### config.mk
export PLATFORM = sky130hd
export DESIGN_NAME = ubsp_mac
export DESIGN_NICKNAME = d
export VERILOG_FILES = /design/src/sv/ubsp_pkg.sv /design/src/sv/ubsp_mac.sv
export SDC_FILE = /design/constraint.sdc
export NUM_CORES = 2
export LEC_CHECK = 0
export BUFFER_PORTS_ARGS = -buffer_cell sky130_fd_sc_hd__buf_2
export CAP_MARGIN = 0
export CORE_MARGIN = 1.5
export CORE_UTILIZATION = 55
export DETAILED_ROUTE_END_ITERATION = 10
export GPL_TIMING_DRIVEN = 0
export PLACE_DENSITY = 0.74
export SETUP_SLACK_MARGIN = 0.5
export SYNTH_ARGS = -nofsm -noshare
export SYNTH_HDL_FRONTEND = slang
export SYNTH_SLANG_ARGS = --single-unit
### constraint.sdc
create_clock -name vclk -period 23.7
set_clock_uncertainty 0.05 [all_clocks]
set_input_delay 2.37 -clock vclk [all_inputs]
set_output_delay 2.37 -clock vclk [all_outputs]
set_load 0.01 [all_outputs]
### src/sv/ubsp_pkg.sv
// Shared types, constants and the reciprocal table of the uniform B-spline evaluator.
// Used by the channel interfaces, the multiply-add unit and the top level.
package ubsp_pkg;

  // Sizes of the block
  localparam int MAX_POINTS  = 128;
  localparam int MAX_ORDER   = 9;
  localparam int COORD_BITS  = 12;
  localparam int T_FRAC_BITS = 8;
  localparam int ALPHA_FRAC  = 16;

  // Field and register widths
  localparam int PIDX_W  = $clog2(MAX_POINTS);
  localparam int T_W     = 15;
  localparam int SPAN_W  = T_W - T_FRAC_BITS;
  localparam int ORDER_W = 4;
  localparam int COUNT_W = 8;
  localparam int CFG_IDX_W  = 1;
  localparam int CFG_DATA_W = 8;
  localparam int STATUS_W   = 2;

  // Internal widths
  localparam int WORK_W  = COORD_BITS + ALPHA_FRAC;   // work coordinate, 16 fraction bits
  localparam int WIDX_W  = $clog2(MAX_ORDER);         // work memory address
  localparam int NUM_W   = ORDER_W + ALPHA_FRAC;      // alpha numerator (distance << 8)
  localparam int RECIP_SHIFT = 22;                    // exact for numerators below 2^19
  localparam int RECIP_W     = RECIP_SHIFT + 1;
  localparam int OPA_W   = WORK_W + 2;
  localparam int OPB_W   = RECIP_W + 1;
  localparam int PROD_W  = OPA_W + OPB_W;

  // Opcodes and register indexes
  localparam logic OP_LOAD = 1'b0;
  localparam logic OP_EVAL = 1'b1;
  localparam logic [CFG_IDX_W-1:0] CFG_ORDER = 1'b0;
  localparam logic [CFG_IDX_W-1:0] CFG_COUNT = 1'b1;

  typedef enum logic [STATUS_W-1:0] {
    ST_OK    = 2'd0,
    ST_RANGE = 2'd1,
    ST_INDEX = 2'd2
  } status_e;

  typedef enum logic [2:0] {
    S_IDLE,
    S_LOAD,
    S_PREP,
    S_ALPHA,
    S_MULX,
    S_MULY,
    S_DONE
  } ubsp_state_e;

  typedef enum logic {
    MAC_ALPHA,
    MAC_BLEND
  } mac_mode_e;

  typedef struct packed {
    logic                  opcode;
    logic [PIDX_W-1:0]     point_index;
    logic [COORD_BITS-1:0] point_x;
    logic [COORD_BITS-1:0] point_y;
    logic [T_W-1:0]        param_t;
  } in_item_t;

  typedef struct packed {
    logic [COORD_BITS-1:0] curve_x;
    logic [COORD_BITS-1:0] curve_y;
    logic [STATUS_W-1:0]   status;
  } out_item_t;

  // Request to the shared multiply-add unit
  typedef struct packed {
    mac_mode_e             mode;
    logic [ORDER_W-1:0]    dist_int;   // whole knots between t and the knot
    logic [T_FRAC_BITS-1:0] frac;      // fraction of t
    logic [ORDER_W-1:0]    divisor;    // order - pass
    logic [WORK_W-1:0]     hi;
    logic [WORK_W-1:0]     lo;
    logic [ALPHA_FRAC-1:0] alpha;
  } mac_req_t;

  // ceil(2^22 / d) for the divisors that occur
  function automatic logic [RECIP_W-1:0] recip(input logic [ORDER_W-1:0] d);
    logic [RECIP_W-1:0] r;
    case (d)
      4'd1:    r = 23'd4194304;
      4'd2:    r = 23'd2097152;
      4'd3:    r = 23'd1398102;
      4'd4:    r = 23'd1048576;
      4'd5:    r = 23'd838861;
      4'd6:    r = 23'd699051;
      4'd7:    r = 23'd599187;
      4'd8:    r = 23'd524288;
      default: r = '0;
    endcase
    return r;
  endfunction

endpackage

### src/sv/ubsp_mac.sv
// Shared multiply-add unit: computes alpha by reciprocal multiply, or one linear blend.
// Depends on ubsp_pkg for the request struct and the reciprocal table.
module ubsp_mac (
  input  ubsp_pkg::mac_req_t             req_i,
  output logic [ubsp_pkg::WORK_W-1:0]    res_o
);
  import ubsp_pkg::*;

  logic signed [OPA_W-1:0]  op_a;
  logic signed [OPB_W-1:0]  op_b;
  logic signed [PROD_W-1:0] prod;
  logic signed [WORK_W:0]   diff;
  logic [ALPHA_FRAC-1:0]    alpha;

  // Select operands for the one multiplier
  always_comb begin
    diff = signed'({1'b0, req_i.hi}) - signed'({1'b0, req_i.lo});
    if (req_i.mode == MAC_ALPHA) begin
      op_a = signed'(OPA_W'({req_i.dist_int, req_i.frac,
                             (ALPHA_FRAC - T_FRAC_BITS)'(0)}));
      op_b = signed'({1'b0, recip(req_i.divisor)});
    end else begin
      op_a = OPA_W'(diff);
      op_b = signed'(OPB_W'(req_i.alpha));
    end
  end

  assign prod = op_a * op_b;

  // Quotient, saturated just below one
  always_comb begin
    if (prod[PROD_W-1:RECIP_SHIFT+ALPHA_FRAC] != '0) begin
      alpha = '1;
    end else begin
      alpha = prod[RECIP_SHIFT+ALPHA_FRAC-1:RECIP_SHIFT];
    end
  end

  // lo + (alpha * (hi - lo)) >> 16, floored
  always_comb begin
    if (req_i.mode == MAC_ALPHA) begin
      res_o = WORK_W'(alpha);
    end else begin
      res_o = req_i.lo + prod[WORK_W+ALPHA_FRAC-1:ALPHA_FRAC];
    end
  end

endmodule

# Word-level counts from Yosys, hierarchy flattened
# Memories as Yosys holds them, arrays and structs flattened.
# Cells that the tools add are included.
[op_classes] mul=1 addsub=2 reduce_logical=1 n_mux=4
[op_table] op="$mul A30 B24 Y54" count=1
[op_table] op="$mux W30" count=1
[op_table] op="$sub A28 B28 Y29" count=1
[op_table] op="$add A28 B28 Y28" count=1
[op_table] op="$mux W28" count=1
[op_table] op="$mux W23" count=1
[op_table] op="$mux W16" count=1
[op_table] op="$reduce_bool A16 Y1" count=1
[word_totals] rom_bits=368 reg_bits=0 mem_count=1 wordCells=9 out_inout_bits=28 in_bits=89
[memory_table] name="(name not given)" words=16 word_bits=23 read_ports=1 rd_ports_with_merged_regs=0 write_ports=0 line="ubsp_pkg.sv:87" text="case (d)"

# Logic depth before layout (Yosys ltp)
[depth] word_depth=6 ltp_mapped=50 ltp_nobuf=48

# Worst setup path before layout
# No wires, ideal clock.
[synth_timing] kind="in2out" from="input port req_i[44] (netlist name)" to="output port res_o[26] (netlist name)" cell_stages=47 n_path_buf=1 t_required_ns=21.280 arrival_time_ns=12.543 path_slack_ns=8.737 path_cell_list="inv_1 -> ha_1 -> fa_1 -> nor2b_1 -> o21ai_0 -> a21boi_0 -> o21a_1 -> o211ai_1 -> a21o_1 -> a21boi_0 -> o21ai_0 -> mux2_2 -> a221oi_1 -> clkbuf_1 -> nor2_1 -> fa_1 -> inv_1 -> fa_1 -> [... 11 more ...] -> and3_1 -> and4_1 -> o2111ai_2 -> a32oi_1 -> nand3_1 -> and2_1 -> o21a_1 -> xnor2_1 -> ha_1 -> o21ai_0 -> a21oi_1 -> inv_1 -> a21boi_0 -> o21a_1 -> o21ai_0 -> o21ai_0 -> a41oi_1 -> o311ai_0"
[synth_between] elab_chain_len=5
[synth_lines] element="from (decl)" line="ubsp_mac.sv:4" text="input ubsp_pkg::mac_req_t req_i,"
[synth_lines] element="$sub A28 B28 Y29" line="ubsp_mac.sv:17" text="diff = signed'({1'b0, req_i.hi}) - signed'({1'b0, req_i.lo});"
[synth_lines] element="$mux W30" line="ubsp_mac.sv:18" text="if (req_i.mode == MAC_ALPHA) begin"
[synth_lines] element="$mul A30 B24 Y54" line="ubsp_mac.sv:28" text="assign prod = op_a * op_b;"
[synth_lines] element="$add A28 B28 Y28" line="ubsp_mac.sv:44" text="res_o = req_i.lo + prod[WORK_W+ALPHA_FRAC-1:ALPHA_FRAC];"
[synth_lines] element="$mux W28" line="ubsp_mac.sv:41" text="if (req_i.mode == MAC_ALPHA) begin"
[synth_lines] element="to (decl)" line="ubsp_mac.sv:5" text="output logic [ubsp_pkg::WORK_W-1:0] res_o"
# Every way passes these cells.

# Final worst setup path
[layout_timing] from="input port req_i[16] (netlist name)" to="output port res_o[26] (netlist name)"
[layout_between] elab_chain_len=5
[layout_lines] element="$sub A28 B28 Y29" line="ubsp_mac.sv:17"
[layout_lines] element="$mux W30" line="ubsp_mac.sv:18"
[layout_lines] element="$mul A30 B24 Y54" line="ubsp_mac.sv:28"
[layout_lines] element="$add A28 B28 Y28 *" line="ubsp_mac.sv:44"
[layout_lines] element="$mux W28 *" line="ubsp_mac.sv:41"
# Every way passes the cells marked *; elsewhere a longest branch is shown, timed or not.

==> reports/qor.csv <==
stage;metric;value;unit
timing;setup_slack;5.599;ns
critical_path;crit_required;21.28;ns
yosys;syn_area;27050;um2
timing;relSlewSlack;-7.581;%
critical_path;crit_top_cell;fa_1;
critical_path;arrival;15.68;ns
critical_path;critPathKind;primary input to output port;
drt;via_count;22460;
drt;drt_iter0_drc;2073;
critical_path;critPathLaunchType;primary input;
layout;final_nets;4351;
drt;wl_per_cell;21.59;um
job;maxCapViolCount;4;
clock_tree;cts_setup_buffers;0;
die;core;48750;um2
die;fp-row-count;81;
timing;period_share;76.37;%
drt;vias_per_cell;5.570;
global_route;grt_pass1_wl;135700;um
clock_tree;cts_hold_buf;0;
timing;hold_viol;0;
die;fp.dieH;224.8;um
layout;regArea;0;um2
drt;ant_nets;0;
yosys;ys_warn_count;0;
yosys;netlist_top_cells_area;fa_1, inv_1, ha_1;
yosys;synth.most_common_cell;inv_1;
yosys;yosysUniqueCellTypes;71;
critical_path;crit_buf_inv;9;
layout;n_fill_cell;4446;
placement;io_buffers;117;
timing;fin_setup_tns;0;ns
critical_path;critPathTopFamily;adder cells;
global_route;grt_use_total;36.04;%
run_status;violations;max-capacitance violations, max-slew violations;
global_route;antenna_found_initial;1;
timing;setup_viol;0;
die;dieArea;50530;um2
min_path;min_path_type;primary input to output port;
layout;utilization;59.39;%
die;initial_core_util;55.49;%
clock_tree;cts_resized;0;
drt;first_pass_iters;6;
layout;syn_to_final_growth;7.021;%
die;io_pins;117;
critical_path;worstSetupEndpointType;output port;
critical_path;slowest_delay;0.90;ns
layout;clock_buffers;0;
die;chipWidth;224.8;um
placement;place_congestion;1.078;
global_route;first_global_vias;23380;
layout;seq_cells;0;
yosys;synth_area_per_cell;8.659;um2
layout;drive_above_1_share;4.605;%
yosys;synth.yosys.seq_area_share;0;%
yosys;yosys.area.top_type;fa_1;
placement;place_hpwl;76940;um
yosys;synth.top_cells.by_count;inv_1, fa_1, nor2_1;
placement;dp_slack;6.072;ns
critical_path;cp_max_fo;10;
timing;finalCriticalPeriod;18.10;ns
yosys;syn_inst;3124;
timing;max_freq;55.25;MHz
run_status;status;finished with violations;
yosys;synth_top_area_share;51.43;%
global_route;grt_overflow_total;0;
timing;rsz0062_at_grt;no;
timing;report.final.slew_viol_count;15;
timing;whs;5.182;ns
critical_path;cpMaxStageDelayCell;a221oi_1;
drt;drc;0;
drt;wirelength;87040;um
timing;worst_pin_slew;1.597;ns
global_route;grt_start_max_net_pins;16;
[layer usage]
layer  track usage, %  wire [um]  up-vias
met3            10.56      10460      232
met5            1.564        108        -
met2            54.68      37750     1223
met4            12.99       4125        2
met1            49.12      34600    11150
li1                 -          -     9848
[layout make-up]
cell class                      instances  area, um2  area share (%)
Inverter                              780       2928           10.11
Timing Repair Buffer                  118      590.6           2.040
Multi-Input combinational cell       2357      24170           83.50
Buffer                                111      424.2           1.465
Tap cell                              664      830.8           2.870
Antenna cell                            2      5.005         0.01729
[path summary, 6_finish.rpt]
path | startpoint | slack (ns) | end | depth (start not counted)
min | req_i[16] | 5.18 | res_o[0] | 4
max | req_i[16] | 5.60 | res_o[26] | 48
[kinds of logic after synthesis]
kind of cell,Yosys count,share of synthesized area [%]
muxes,16,0.6151
other,2,0.02776
AOI/OAI and AO/OA,353,8.774
and+or+nand+nor,885,14.87
buffers and inverters,891,12.39
adders and majority gates,894,60.64
xor gates and xnor gates,83,2.687
[tightest hold or removal path, stage by stage]
cell and delay, ns:
buf_2 0.11, ha_1 0.13, o22a_1 0.12, buf_2 0.13
[metrics by stage]
step,cells,instance area (um2)
3_3_place_gp,4029,28930
6_report,4032,28950
2_1_floorplan,3248,27520
4_1_cts,4030,28940
3_5_place_dp,4030,28940
5_1_grt,4031,28950
[cell usage in the layout (no fill, tap or decap), drive strengths merged, types with 60 or more instances in the layout]
master / n
nand2: 253
ha: 199
inv: 780
buf: 123
conb: 126
fa: 695
clkbuf: 106
a21oi: 93
o21ai: 60
nor2: 349
